--- src/sv/twcs_pkg.sv ---
// Shared types and constants for the textured wall column sampler.
// No dependencies; every other file but twcs_ram imports this package.
`default_nettype none
package twcs_pkg;

  localparam int TEX_SIZE_DEF = 64;
  localparam int TEX_COUNT    = 4;
  localparam logic [23:0] HALF_MASK = 24'd8355711;
  localparam logic [12:0] SCREEN_WIDTH_RST  = 13'd640;
  localparam logic [12:0] SCREEN_HEIGHT_RST = 13'd480;

  typedef enum logic [1:0] {
    CMD_LOAD  = 2'd0,
    CMD_START = 2'd1,
    CMD_DRAW  = 2'd2,
    CMD_NONE  = 2'd3
  } cmd_t;

  // One classified command waiting for the back end.
  typedef struct packed {
    cmd_t        kind;
    logic [1:0]  sel;
    logic [11:0] idx;
    logic [23:0] texel;
    logic        side;
    logic [1:0]  tex;
    logic        mirror;
    logic [15:0] pmid;
    logic [15:0] plow;
    logic [15:0] lh;
  } entry_t;

endpackage
`default_nettype wire

--- src/sv/twcs_fifo.sv ---
// Two-entry queue of classified commands between front and back end.
// Depends on twcs_pkg.
`default_nettype none
module twcs_fifo (
  input  wire logic             clk,
  input  wire logic             rst,
  input  wire logic             push,
  input  twcs_pkg::entry_t      wr_entry,
  output logic                  full,
  output logic                  not_empty,
  input  wire logic             pop,
  output twcs_pkg::entry_t      rd_entry
);
  import twcs_pkg::*;

  entry_t     slots [2];
  logic       wptr;
  logic       rptr;
  logic [1:0] count;

  assign full      = count == 2'd2;
  assign not_empty = count != 2'd0;
  assign rd_entry  = slots[rptr];

  always_ff @(posedge clk) begin
    if (push) begin
      slots[wptr] <= wr_entry;
    end
    if (rst) begin
      wptr  <= 1'b0;
      rptr  <= 1'b0;
      count <= 2'd0;
    end else begin
      if (push) begin
        wptr <= !wptr;
      end
      if (pop) begin
        rptr <= !rptr;
      end
      count <= count + 2'(push) - 2'(pop);
    end
  end

endmodule
`default_nettype wire

--- config.mk ---
export PLATFORM = sky130hd
export DESIGN_NAME = twcs_fifo
export DESIGN_NICKNAME = d
export VERILOG_FILES = /design/src/sv/twcs_pkg.sv /design/src/sv/twcs_fifo.sv
export SDC_FILE = /design/constraint.sdc
export NUM_CORES = 1
export LEC_CHECK = 0
export BUFFER_PORTS_ARGS = -buffer_cell sky130_fd_sc_hd__buf_2
export CAP_MARGIN = 20
export CELL_PAD_IN_SITES_DETAIL_PLACEMENT = 0
export CELL_PAD_IN_SITES_GLOBAL_PLACEMENT = 1
export CORE_MARGIN = 2
export CORE_UTILIZATION = 45
export CTS_CLUSTER_SIZE = 16
export DETAILED_ROUTE_END_ITERATION = 12
export GPL_TIMING_DRIVEN = 0
export HOLD_SLACK_MARGIN = 0.08
export PLACE_DENSITY_LB_ADDON = 0.3
export SYNTH_ARGS = -nofsm -noshare
export SYNTH_HDL_FRONTEND = slang
export SYNTH_SLANG_ARGS = --single-unit
export TNS_END_PERCENT = 5
--- constraint.sdc ---
create_clock -name clk -period 7.1 [get_ports clk]
set_input_delay 0.71 -clock clk [delete_from_list [all_inputs] [get_ports clk]]
set_output_delay 0.71 -clock clk [all_outputs]
set_load 0.005 [all_outputs]
# Word level (Yosys, flattened, before mapping)

Memory sizes are Yosys's and may differ from the RTL's. A register that Yosys moved wholly into a read port is not among the register bits.
Index checks and enable logic that the tools add are counted.
Widths: inputs -> output; s select.

Output and inout port bits: 94
Register bits: 4
RAM bits: 184
Memories kept: 1
Input port bits: 96
Logic and storage cells: 14

Memories:

| name  | words | width | read ports | clocked after Yosys merged registers in | write ports | line            | RTL |
|---|---|---|---|---|---|---|---|
| slots | 2     | 92    | 1          | 1                                       | 1           | twcs_fifo.sv:16 | `entry_t slots [2];` |

Muxes and demuxes: 4
Add/subtract/negate cells: 2
Reductions and logical operators: 3
Equal/unequal tests: 1

Operators by type and width:

| kind               | number |
|---|---|
| $mux 1             | 4 |
| $add 2x1->2        | 1 |
| $eq 2x2->1 const B | 1 |
| $logic_not 1->1    | 2 |
| $reduce_bool 2->1  | 1 |
| $sub 2x1->2        | 1 |

# Longest topological paths before layout

Word-level depth: 3
Depth in mapped cells: 6

# Worst setup path after synthesis

Ideal clock, no wire load.

Kind: input-to-reg
From: input port push
To: memory slots[0][0] (netlist bit) (enable)
Cell stages on the path: 1
Setup slack: 1.825 ns
Arrival: 4.720 ns
Required time: 6.546 ns
Path through: nor2b_1

Word-level cells in the longest chain between the ends: 2

Ends and longest elaborated chain:

| element                      | line            | RTL |
|---|---|---|
| start, declared              | twcs_fifo.sv:7  | `input wire logic push,` |
| $mux 1                       | twcs_fifo.sv:26 | `if (push) begin` |
| $mux 1 (implied by the code) | twcs_fifo.sv:27 | `slots[wptr] <= wr_entry;` |
| end, declared                | twcs_fifo.sv:16 |  |

Every way passes these cells.

==> flow_summary.ini <==
[outcome]
outcome = finished, final reports clean

[logic_synthesis]
synth.largest_area_cell = edfxtp_1
synth_edf_count = 184
synth.avg_cell_area_um2 = 23.6
syn-instance-count = 307
synth.top_cell.area_share_pct = 76.1
syn-cell-area_um2 = 7260
seq_area_frac_synth_pct = 77.5
syn_nets = 405
synth.distinct_cells = 15
synth_seq_cells = 189
synth_most_common_cell = edfxtp_1
synth_area_leaders = edfxtp_1, mux2_4, buf_12, mux2_2, dfxtp_1
yosysWarningCount = 0
synthFlopType = edfxtp_1
synth.top_cells.by_count = edfxtp_1, mux2_4, mux2_2, buf_12, dfxtp_1
asyncSetResetFlopFracSynth_pct = 0

[worst_setup_path]
cp-end-kind = output port
reg2reg_depth = 2
start_kind = flip-flop
arrival_ps = 1640
cp.required_ps = 6390
worst-path-max-fanout = 10
path_class = reg -> out
worstReg2RegEnd = slots[1][42]$_DFFE_PP_
cp-endpoint = rd_entry[14]
reg2reg_from = wptr$_SDFFE_PP0P_
rrSetupSlack_ps = 5390

[run]
cap_violations = 0

[pwr]
clkPwrFrac_pct = 36.4
p_leak_uw = 0.00362
pwr-share-comb_pct = 12.1
p_sw_uw = 558
ir_worst_vdd_v = 0.000178
intPower_uw = 2010
seqPwrFrac_pct = 51.5
switching_share_pct = 21.8
powerDensity_nw_per_um2 = 280

[placed_design]
gp_congestion = 0.689
dp_slack_ps = 4930
dp_hpwl_um = 8270
placedInstanceArea_um2 = 8570
port_buffers = 189

[detailed_routing]
drc_errors = 0
first_pass_iters = 4
drt-wirelength-per-cell_um = 16.6
via_per_inst = 4.67
via_count = 3495
drt_iter0_drc = 190
wirelength_um = 12400
ant_nets = 0

[final_layout]
diodes = 0
syn_to_final_growth_pct = 26.2
layout-drive-gt1-share_pct = 61.8
n_fill_cell = 1223
stdcell_area_um2 = 9160
fin_nets = 617
register_area_um2 = 5630
fin_util_pct = 57.9
multiInputGateArea_um2 = 1460

[sta]
slew_headroom_pct = 58.0
final.setup.tns_ps = 0
rsz0062_at_grt = no
tightestPinTransition_ps = 629
period_share_pct = 33.1
finalHoldViolCount = 0
timing.final.ws_setup_ps = 4750
fin_skew_ps = 5.47
fmax_mhz = 426
slew_viol_final = 0
setup_viol = 0
period_needed_ps = 2350

[min_path]
min-delay-path-class = in -> reg

[global_route]
grt_pass1_vias = 3611
antenna_found_initial = 1
grt_max_degree = 51
overflow = 0
grt_pass1_wl_um = 18300
track_usage_pct = 14.5

[clock_tree]
cts_setup_buffers = 0
path_clk_slew_ps = 70
clock_sinks = 189
postCtsResizedCells = 0
ctsRootBufferMaster = clkbuf_16
cts_buffers = 17
cts_buffer_depth = 2
cts_tree = done
htreeDepth = 4
cts-hold-fix-buffers = 0
clk_latency_ps = 420

[floorplan]
die_area_um2 = 17200
initial_core_util_pct = 45.8
rows = 46
die_w_um = 131
coreArea_um2 = 15800
chipHeight_um = 131
ioPinCount = 190
[how the worst min path moves through the flow]
stage | start | to | slack [ps] | cells after the start
after floorplan | rptr$_SDFFE_PP0P_ | flip-flop | 480 | 2
after global placement | rptr$_SDFFE_PP0P_ | rptr$_SDFFE_PP0P_ | 490 | 2
after detailed placement | rptr$_SDFFE_PP0P_ | flip-flop | 500 | 2
after CTS | wr_entry[47] | slots[1][47]$_DFFE_PP_ | 450 | 1
after global routing | wr_entry[28] | slots[1][28]$_DFFE_PP_ | 450 | 1
final | wr_entry[29] | slots[1][29]$_DFFE_PP_ | 470 | 1
[through the flow]
| step | total power [uW] | hold WS, ps | cells |
|---|---|---|---|
| after floorplan | 1530 | 480 | 307 |
| after global placement | 1650 | 494 | 712 |
| after detailed placement | 1660 | 498 | 716 |
| after CTS | 2600 | 451 | 748 |
| after global routing | 2660 | 452 | 748 |
| final | 2560 | 475 | 748 |
[registers in the layout, indices dropped and copies added, names as in the netlist, named ones only]
signal and cells:
count 2, wptr 1, slots 184, rptr 1
[final cells by class]
type	instances	area share [%]
sequential	189	61.4
multi-input combinational	106	15.9
timing repair buffer	193	11.3
clock buffer	17	4.64
tap	216	2.95
buffer	10	1.93
clock inverter	15	1.79
inverter	2	0.0820
[power groups by stage]
stage               clock (uW)  sequential [uW]  combinational, uW
finish                     933             1320                311
global route               996             1320                338
CTS                        958             1320                318
detailed placement           0             1340                317
global placement             0             1350                301
floorplan                    0             1350                186
[critical path, stage by stage (launching register included)]
cell and delay (ps):
dfxtp_1 340, buf_6 240, buf_12 190, mux2_4 300, buf_2 140
[layer usage]
metal  GRT usage, %  up-vias  part of all wire [%]
li1               -     1646                     -
met1           17.2     1709                    41
met2           23.5      123                    49
met3           5.70       17                   8.0
met4           6.57        0                   1.5
met5              0        -                     0
[cells by family after synthesis]
kind of cell  count (synthesis)  synth area share [%]
buf+inv                      12                  2.53
simple gates                  9                 0.638
flops                       189                  77.5
mux                          92                  18.4
xor+xnor                      3                 0.552
fa+ha+maj                     2                 0.345
[placed cells by master, fill, tap and decap left out, drive strengths merged, types with 3 or more instances in the layout]
master / netlist / final
nor2b: 3 / 3
dfxtp: 5 / 5
clkinvlp: 0 / 4
edfxtp: 184 / 184
inv: 2 / 6
mux2: 92 / 92
clkbuf: 0 / 17
buf: 10 / 203
nor2: 4 / 4
clkinv: 0 / 5
Note: power is estimated with default switching activity, not from simulation.
