--- src/sv/twcs_pkg.sv ---
// Shared types and constants for the textured wall column sampler.
// No dependencies; every other file but twcs_ram imports this package.
`default_nettype none
package twcs_pkg;

  localparam int TEX_SIZE_DEF = 64;
  localparam int TEX_COUNT    = 4;
  localparam logic [23:0] HALF_MASK = 24'd8355711;
  localparam logic [12:0] SCREEN_WIDTH_RST  = 13'd640;
  localparam logic [12:0] SCREEN_HEIGHT_RST = 13'd480;

  typedef enum logic [1:0] {
    CMD_LOAD  = 2'd0,
    CMD_START = 2'd1,
    CMD_DRAW  = 2'd2,
    CMD_NONE  = 2'd3
  } cmd_t;

  // One classified command waiting for the back end.
  typedef struct packed {
    cmd_t        kind;
    logic [1:0]  sel;
    logic [11:0] idx;
    logic [23:0] texel;
    logic        side;
    logic [1:0]  tex;
    logic        mirror;
    logic [15:0] pmid;
    logic [15:0] plow;
    logic [15:0] lh;
  } entry_t;

endpackage
`default_nettype wire

--- src/sv/twcs_front.sv ---
// Front end: accepts commands, picks texture and mirroring, forms the ray
// product. Depends on twcs_pkg.
`default_nettype none
module twcs_front #(
  parameter int TEX_SIZE = twcs_pkg::TEX_SIZE_DEF
) (
  input  wire logic               in_valid,
  output logic                    in_stall,
  input  wire logic [1:0]         command,
  input  wire logic [1:0]         tex_select,
  input  wire logic [11:0]        index,
  input  wire logic [23:0]        texel_value,
  input  wire logic               side,
  input  wire logic signed [19:0] ray_dir_x,
  input  wire logic signed [19:0] ray_dir_y,
  input  wire logic [27:0]        pos_x,
  input  wire logic [27:0]        pos_y,
  input  wire logic [27:0]        perp_dist,
  input  wire logic [15:0]        line_height,
  input  wire logic               full,
  output logic                    push,
  output twcs_pkg::entry_t        entry
);
  import twcs_pkg::*;

  logic               accept;
  logic               rdx_pos;
  logic               rdy_pos;
  logic signed [19:0] ray;
  logic signed [48:0] prod;
  logic               in_range;

  assign in_stall = full;
  assign accept   = in_valid && !full;
  assign rdx_pos  = !ray_dir_x[19] && (ray_dir_x != 20'sd0);
  assign rdy_pos  = !ray_dir_y[19] && (ray_dir_y != 20'sd0);
  assign ray      = side ? ray_dir_x : ray_dir_y;
  assign prod     = $signed({1'b0, perp_dist}) * ray;
  assign in_range = 32'(index) < 32'(TEX_SIZE * TEX_SIZE);

  always_comb begin
    entry.kind   = cmd_t'(command);
    entry.sel    = tex_select;
    entry.idx    = index;
    entry.texel  = texel_value;
    entry.side   = side;
    entry.tex    = side ? (ray_dir_y[19] ? 2'd2 : 2'd3) : (rdx_pos ? 2'd1 : 2'd0);
    entry.mirror = side ? rdy_pos : rdx_pos;
    entry.pmid   = prod[31:16];
    entry.plow   = side ? pos_x[15:0] : pos_y[15:0];
    entry.lh     = (line_height == 16'd0) ? 16'd1 : line_height;
    case (cmd_t'(command))
      CMD_LOAD:  push = accept && in_range;
      CMD_START: push = accept;
      CMD_DRAW:  push = accept;
      default:   push = 1'b0;
    endcase
  end

endmodule
`default_nettype wire

--- config.mk ---
export PLATFORM = sky130hd
export DESIGN_NAME = twcs_front
export DESIGN_NICKNAME = d
export VERILOG_FILES = /design/src/sv/twcs_pkg.sv /design/src/sv/twcs_front.sv
export SDC_FILE = /design/constraint.sdc
export NUM_CORES = 1
export LEC_CHECK = 0
export BUFFER_PORTS_ARGS = -buffer_cell sky130_fd_sc_hd__buf_2
export CAP_MARGIN = 20
export CORE_MARGIN = 4
export CORE_UTILIZATION = 30
export DETAILED_ROUTE_END_ITERATION = 12
export MAX_ROUTING_LAYER = met4
export PLACE_DENSITY = 0.57
export SYNTH_ARGS = -nofsm -noshare
export SYNTH_HDL_FRONTEND = slang
export SYNTH_SLANG_ARGS = --single-unit
export TNS_END_PERCENT = 5
--- constraint.sdc ---
create_clock -name vclk -period 13
set_input_delay 0.65 -clock vclk [all_inputs]
set_output_delay 0.65 -clock vclk [all_outputs]
set_load 0.01 [all_outputs]
# Word level (Yosys, flattened, before mapping)
# Index checks and enable logic that the tools add are counted.
# totals
input_bits	183
register_bits	0
output_inout_bits	94
# classes
n_mul	1
n_reduce_logical	11
muxes	8
eq_ne	2
# op_table
op	count
$reduce_bool 20->1	2
$mul 29x20->32	1
$mux 16	2
$mux 20	1
$logic_not 16->1	1
$mux 1	4
$logic_and 1x1->1	3
$logic_not 1->1	3
$reduce_or 3->1	1
$eq 2x1->1 const B	1
$eq 2x2->1 const B	1
$logic_not 2->1	1
$mux 2	1

# Depth between registers and ports, before layout
# Gate-level depths: netlist (run 1).
# depth
depth_word	4
depth_mapped	28
depth_no_buf	25

# Least setup slack after synthesis (run 1)
# No wires, ideal clock.
# synth_timing
kind	input-to-output
startpoint	input side
endpoint	output entry[46] in the netlist's numbering
stages	28
t_arrival_ns	7.841
setup_slack_ns	4.509
path_buffers	4
cell_sequence	buf_4 buf_2 buf_1 mux2i_1 clkbuf_1 nor2b_1 fa_1 fa_1 inv_1 fa_1 inv_1 fa_1 inv_1 fa_1 inv_1 fa_1 inv_1 fa_1 inv_1 ha_1 and3_1 nand3_1 a22o_1 a211o_1 a2111oi_4 or3_1 a21oi_1 xnor2_1
# synth_lines
item	line_no	rtl
from (decl)	twcs_front.sv:13	input wire logic side,
to (decl)	twcs_front.sv:22	output twcs_pkg::entry_t entry

==> impl_metrics.env, run 1 <==
export IMPL_synth_top_area_cell="fa_1"
export IMPL_dp_cells=2271
export IMPL_status="completed"
export IMPL_drc=0
export IMPL_seq_area_um2=0
export IMPL_netlist_area_um2=14200
export IMPL_crit_arrival_ns=8.56
export IMPL_fmax_mhz=109
export IMPL_crit_type="in -> out"
export IMPL_boundaryPins=277
export IMPL_cp_common_cell="fa_1"
export IMPL_required_ns=12.35
export IMPL_utilization=0.327
export IMPL_grt_pass1_wl_um=63100
export IMPL_hold_depth=0
export IMPL_port_buffers=177
export IMPL_die_area_um2=50900
export IMPL_final_nets=2304
export IMPL_crit_chain="buf_2 -> mux2_2 -> and2_1 -> fa_1 -> fa_1 -> inv_1 -> fa_1 -> inv_1 -> fa_1 -> fa_1 -> fa_1 -> inv_1 -> fa_1 -> inv_1 -> ha_1 -> a21o_1 -> a211oi_1 -> a22o_1 -> a211o_1 -> a2111oi_4 -> or3_1 -> a21oi_1 -> xnor2_1 -> buf_2"
export IMPL_syn_avg_cell_area_um2=8.81
export IMPL_die_w_um=226
export IMPL_grt_ovfl_total=0
export IMPL_cp_end_kind="output port"
export IMPL_wire_per_inst_um=16.8
export IMPL_dp_hpwl_um=30000
export IMPL_grt_max_degree=41
export IMPL_busiest_layer="met2"
export IMPL_synthTopCellsByArea="fa_1, inv_1, ha_1"
export IMPL_cp_start_kind="input port"
export IMPL_synth_cells=1613
export IMPL_die_h_um=226
export IMPL_cts_resized=0
export IMPL_hold_viol_final=0
export IMPL_cap_viol_max_count=0
export IMPL_use_met2=0.269
export IMPL_setup_viol_count_final=0
export IMPL_gp_congestion=0.837
export IMPL_slowest_stage="mux2_2"
export IMPL_ys_warn_count=0
export IMPL_core_area_um2=46700
export IMPL_yosysTopAreaCellShare=0.490
export IMPL_critPathMaxFanout=40
export IMPL_antenna_found_initial=2
export IMPL_tns_ns=0
export IMPL_ys_seq_area_frac=0
export IMPL_rsz0062_at_grt="false"
export IMPL_cts_hold_buf=0
export IMPL_dr_pass1_iters=5
export IMPL_slew_headroom=0.396
export IMPL_grt_pass1_vias=11600
export IMPL_syn2layout_area_growth_pct=7.39
export IMPL_min_delay_start="texel_value[5]"
export IMPL_clock_buffers=0
export IMPL_min_to="entry[57]"
export IMPL_holdWs_ns=1.30
export IMPL_fin_crit_ns=9.21
export IMPL_instances_no_fill=2273
export IMPL_grt_usage=0.159
export IMPL_drive_gt1_frac=0.135
export IMPL_met1_usage=0.220
export IMPL_cts_setup_buffers=0
export IMPL_dr_total_vias=10200
export IMPL_design_seq_count=0
export IMPL_critPathMaxStageDelay_ns=0.78
export IMPL_wl_um=38200
export IMPL_rows=79
export IMPL_initial_core_util=0.305
export IMPL_drtAntennaViolNets=0
export IMPL_fin_crit_sh=0.708
export IMPL_maxSlewViolCount=0
export IMPL_syn_nets=2251
export IMPL_hp_class="in -> out"
export IMPL_tightestPinTransition_ns=0.906
export IMPL_synth_cell_types=44
export IMPL_drt_initial_drc_count=491
export IMPL_via_per_inst=4.49
export IMPL_use_met3=0.0129
[Yosys cell counts, types with 10 or more instances]
| cell type | number |
|---|---|
| inv_1 | 415 |
| nand2_1 | 172 |
| xnor2_1 | 36 |
| xor2_1 | 10 |
| buf_4 | 44 |
| clkbuf_1 | 82 |
| mux2_2 | 31 |
| fa_1 | 348 |
| nor2_1 | 14 |
| ha_1 | 107 |
| nor2b_1 | 103 |
| nor4_1 | 13 |
| and2_1 | 151 |
| a21oi_1 | 14 |
[kinds of logic after synthesis]
kind of cell | share of synthesized area
buffers and inverters | 0.156
adder cells (fa/ha/maj) | 0.585
AND/OR/NAND/NOR | 0.180
XOR/XNOR | 0.0284
AO/OA/AOI/OAI | 0.0226
multiplexers | 0.0284
[final cells by class]
| cell class | count | area, µm² |
|---|---|---|
| inverters | 415 | 1560 |
| fillers | 4878 | 31400 |
| diodes | 2 | 5.00 |
| well taps | 607 | 759 |
| multi-input cells | 1067 | 12000 |
| repair buffers | 182 | 923 |
[worst max-delay path, delay by kind of cell]
kind                     cells  cell delay [ns]
AO/OA/AOI/OAI                6             1.49
buffers and inverters        6             1.05
XOR/XNOR                     1             0.16
multiplexers                 1             0.78
adder cells (fa/ha/maj)      8             3.69
AND/OR/NAND/NOR              2             0.67
[worst max path at each step]
| stage | start | to | slack (ns) | depth (start not counted) |
|---|---|---|---|---|
| final | side | entry[46] | 3.79 | 24 |
| after global routing | side | entry[46] | 3.40 | 23 |
| after CTS | side | entry[44] | 3.79 | 26 |
| after detailed placement | side | entry[44] | 3.77 | 26 |
| after global placement | side | entry[44] | 3.87 | 24 |
| after floorplan | side | entry[46] | 4.51 | 28 |
[layer usage]
layer	up-vias	part of all wire
met2	180	0.49
li1	4670	-
met1	5340	0.46
met4	0	0.010
met5	-	0
met3	18	0.037
[through the flow]
step	worst slack (ns)	area (µm²)
3_3_place_gp	3.87	15300
5_1_grt	3.40	15300
6_report	3.79	15300
3_5_place_dp	3.77	15300
2_1_floorplan	4.51	14200
4_1_cts	3.79	15300
[cell usage in the layout, fill, tap and decap left out, types with 3 or more instances in the layout]
master,instances
a211oi_1,3
a21o_1,7
a21oi_1,14
and2_1,151
and3_1,4
buf_2,177
buf_4,5
fa_1,348
ha_1,107
inv_1,415
mux2_2,31
mux2i_2,3
nand2_1,172
nand2b_1,9
nand3_1,4
nand4_1,3
nor2_1,14
nor2b_1,103
nor3_1,5
nor4_1,13
o21ai_0,6
or2_2,4
xnor2_1,36
xor2_1,10
==> inputs of run 2 (changes only) <==
- ABC_AREA: default -> 1
- PLACE_DENSITY: 0.57 -> 0.56
- clock period: 13 -> 8.9 ns (I/O delays scaled with it)
==> run 2 against run 1 <==
  * Hold slack worse by 0.41 ns
  * First-iteration DRC count up 29%
  * Largest cell class unchanged
  * Count of clock-buffer cells in the layout unchanged
  * Global-route usage up 1.4 points
  * Sequential cell count unchanged
  * Cell count up 17%
  * Critical path depth up 3
  * Sequential share of layout area unchanged
  * Via count up 20%
==> impl_metrics.env, run 2 <==
export IMPL_status="completed"
export IMPL_synthTopCellsByCount="inv_1, nand2_1, fa_1, nor2_1, ha_1"
export IMPL_initial_core_util=0.305
export IMPL_dp_hpwl_um=39200
export IMPL_drt_initial_drc_count=633
export IMPL_grt_ovfl_total=0
export IMPL_hold_viol_final=0
export IMPL_fin_crit_ns=8.11
export IMPL_ys_seq_area_frac=0
export IMPL_slew_headroom=0.425
export IMPL_ys_warn_count=0
export IMPL_wl_um=43900
export IMPL_maxSlewViolCount=0
export IMPL_required_ns=8.46
export IMPL_synth_cells=1956
export IMPL_critPathMaxStageDelay_ns=0.61
export IMPL_cp_num_buf_inv=9
export IMPL_cts_setup_buffers=0
export IMPL_core_area_um2=47900
export IMPL_crit_type="in -> out"
export IMPL_grt_pass1_wl_um=71000
export IMPL_synth_cell_types=40
export IMPL_grt_usage=0.174
export IMPL_die_w_um=229
export IMPL_synth_top_area_cell="fa_1"
export IMPL_final_cell_mix="inv_1, nand2_1, fa_1"
export IMPL_syn_nets=2594
export IMPL_seq_area_um2=0
export IMPL_setup_viol_count_final=0
export IMPL_synthTopCellsByArea="fa_1, inv_1, nand2_1"
export IMPL_fin_crit_sh=0.911
export IMPL_antenna_found_initial=4
export IMPL_cp_start_kind="input port"
export IMPL_clock_buffers=0
export IMPL_slowest_stage="inv_1"
export IMPL_drtAntennaViolNets=0
export IMPL_cts_hold_buf=0
export IMPL_rsz0062_at_grt="false"
export IMPL_cp_common_cell="fa_1"
export IMPL_yosysTopAreaCellShare=0.477
export IMPL_syn2layout_area_growth_pct=8.15
export IMPL_grt_pass1_vias=13500
export IMPL_boundaryPins=277
export IMPL_synth_most_common_cell="inv_1"
export IMPL_holdWs_ns=0.890
export IMPL_drive_gt1_frac=0.112
export IMPL_dpl_instance_area_um2=15800
export IMPL_tightestPinTransition_ns=0.863
export IMPL_port_buffers=177
export IMPL_netlist_area_um2=14600
export IMPL_dr_total_vias=12300
export IMPL_final_nets=2673
export IMPL_grt_max_degree=29
export IMPL_cpLargestDelayFamily="adder cells"
export IMPL_crit_arrival_ns=7.67
export IMPL_hp_class="in -> out"
export IMPL_cap_viol_max_count=0
export IMPL_cp_end_kind="output port"
export IMPL_rows=80
export IMPL_gp_congestion=0.910
export IMPL_final_common_cell="inv_1"
export IMPL_critPathMaxFanout=27
export IMPL_finalInstanceArea_um2=15800
export IMPL_syn_avg_cell_area_um2=7.47
export IMPL_die_h_um=229
export IMPL_fmax_mhz=123
export IMPL_wire_per_inst_um=16.6
export IMPL_die_area_um2=52300
export IMPL_cts_resized=0
export IMPL_design_seq_count=0
export IMPL_tns_ns=0
export IMPL_via_per_inst=4.64
export IMPL_dr_pass1_iters=6
export IMPL_drc=0
## run 2: changes by cell type after synthesis, moves of 19 or more
| cell | before | now |
|---|---|---|
| nor2_1 | 14 | 286 |
| nand2_1 | 172 | 367 |
| and2_1 | 151 | 1 |
| inv_1 | 415 | 528 |
| nor2b_1 | 103 | 0 |
| nand3_1 | 4 | 38 |
| mux2_2 | 31 | 0 |
| xnor2_1 | 36 | 10 |
| a21oi_1 | 14 | 39 |
| clkbuf_1 | 82 | 63 |
## run 2: routing by layer
metal	part of all wire	global-route usage
met1	0.40	0.207
met2	0.50	0.312
met3	0.068	0.0214
met4	0.032	0.0436
met5	0	-
## run 2: final cells by class
| class | count | area [µm²] |
|---|---|---|
| multi-input combinational | 1295 | 12000 |
| inverter | 543 | 2040 |
| timing repair buffer | 195 | 1040 |
| tap | 615 | 769 |
| antenna | 3 | 7.51 |
| fill | 5177 | 32100 |
## run 2: per-stage QoR
step                worst slack [ns]  instances  utilization
CTS                            0.811       2647        0.329
finish                         0.789       2651        0.330
global route                   0.302       2651        0.330
global placement               0.856       2647        0.329
floorplan                       1.96       1956            -
detailed placement             0.810       2647        0.329
## run 2: kinds of logic after synthesis
family                     Yosys count  share of synthesized area
buffers and inverters              661                      0.183
AOI/OAI and AO/OA                   80                     0.0347
and+or+nand+nor                    738                      0.201
xor gates and xnor gates            22                     0.0132
adders and majority gates          455                      0.568
## run 2: path summary, 6_finish.rpt
check	start	endpoint	slack, ns	cells past startpoint
setup / recovery	side	entry[42]	0.79	27
hold / removal	texel_value[3]	entry[55]	0.89	0
Power of run 2 is left out: the tool's default activity adds up to more than one toggle a clock period on the data nets, which glitch-free logic cannot reach.
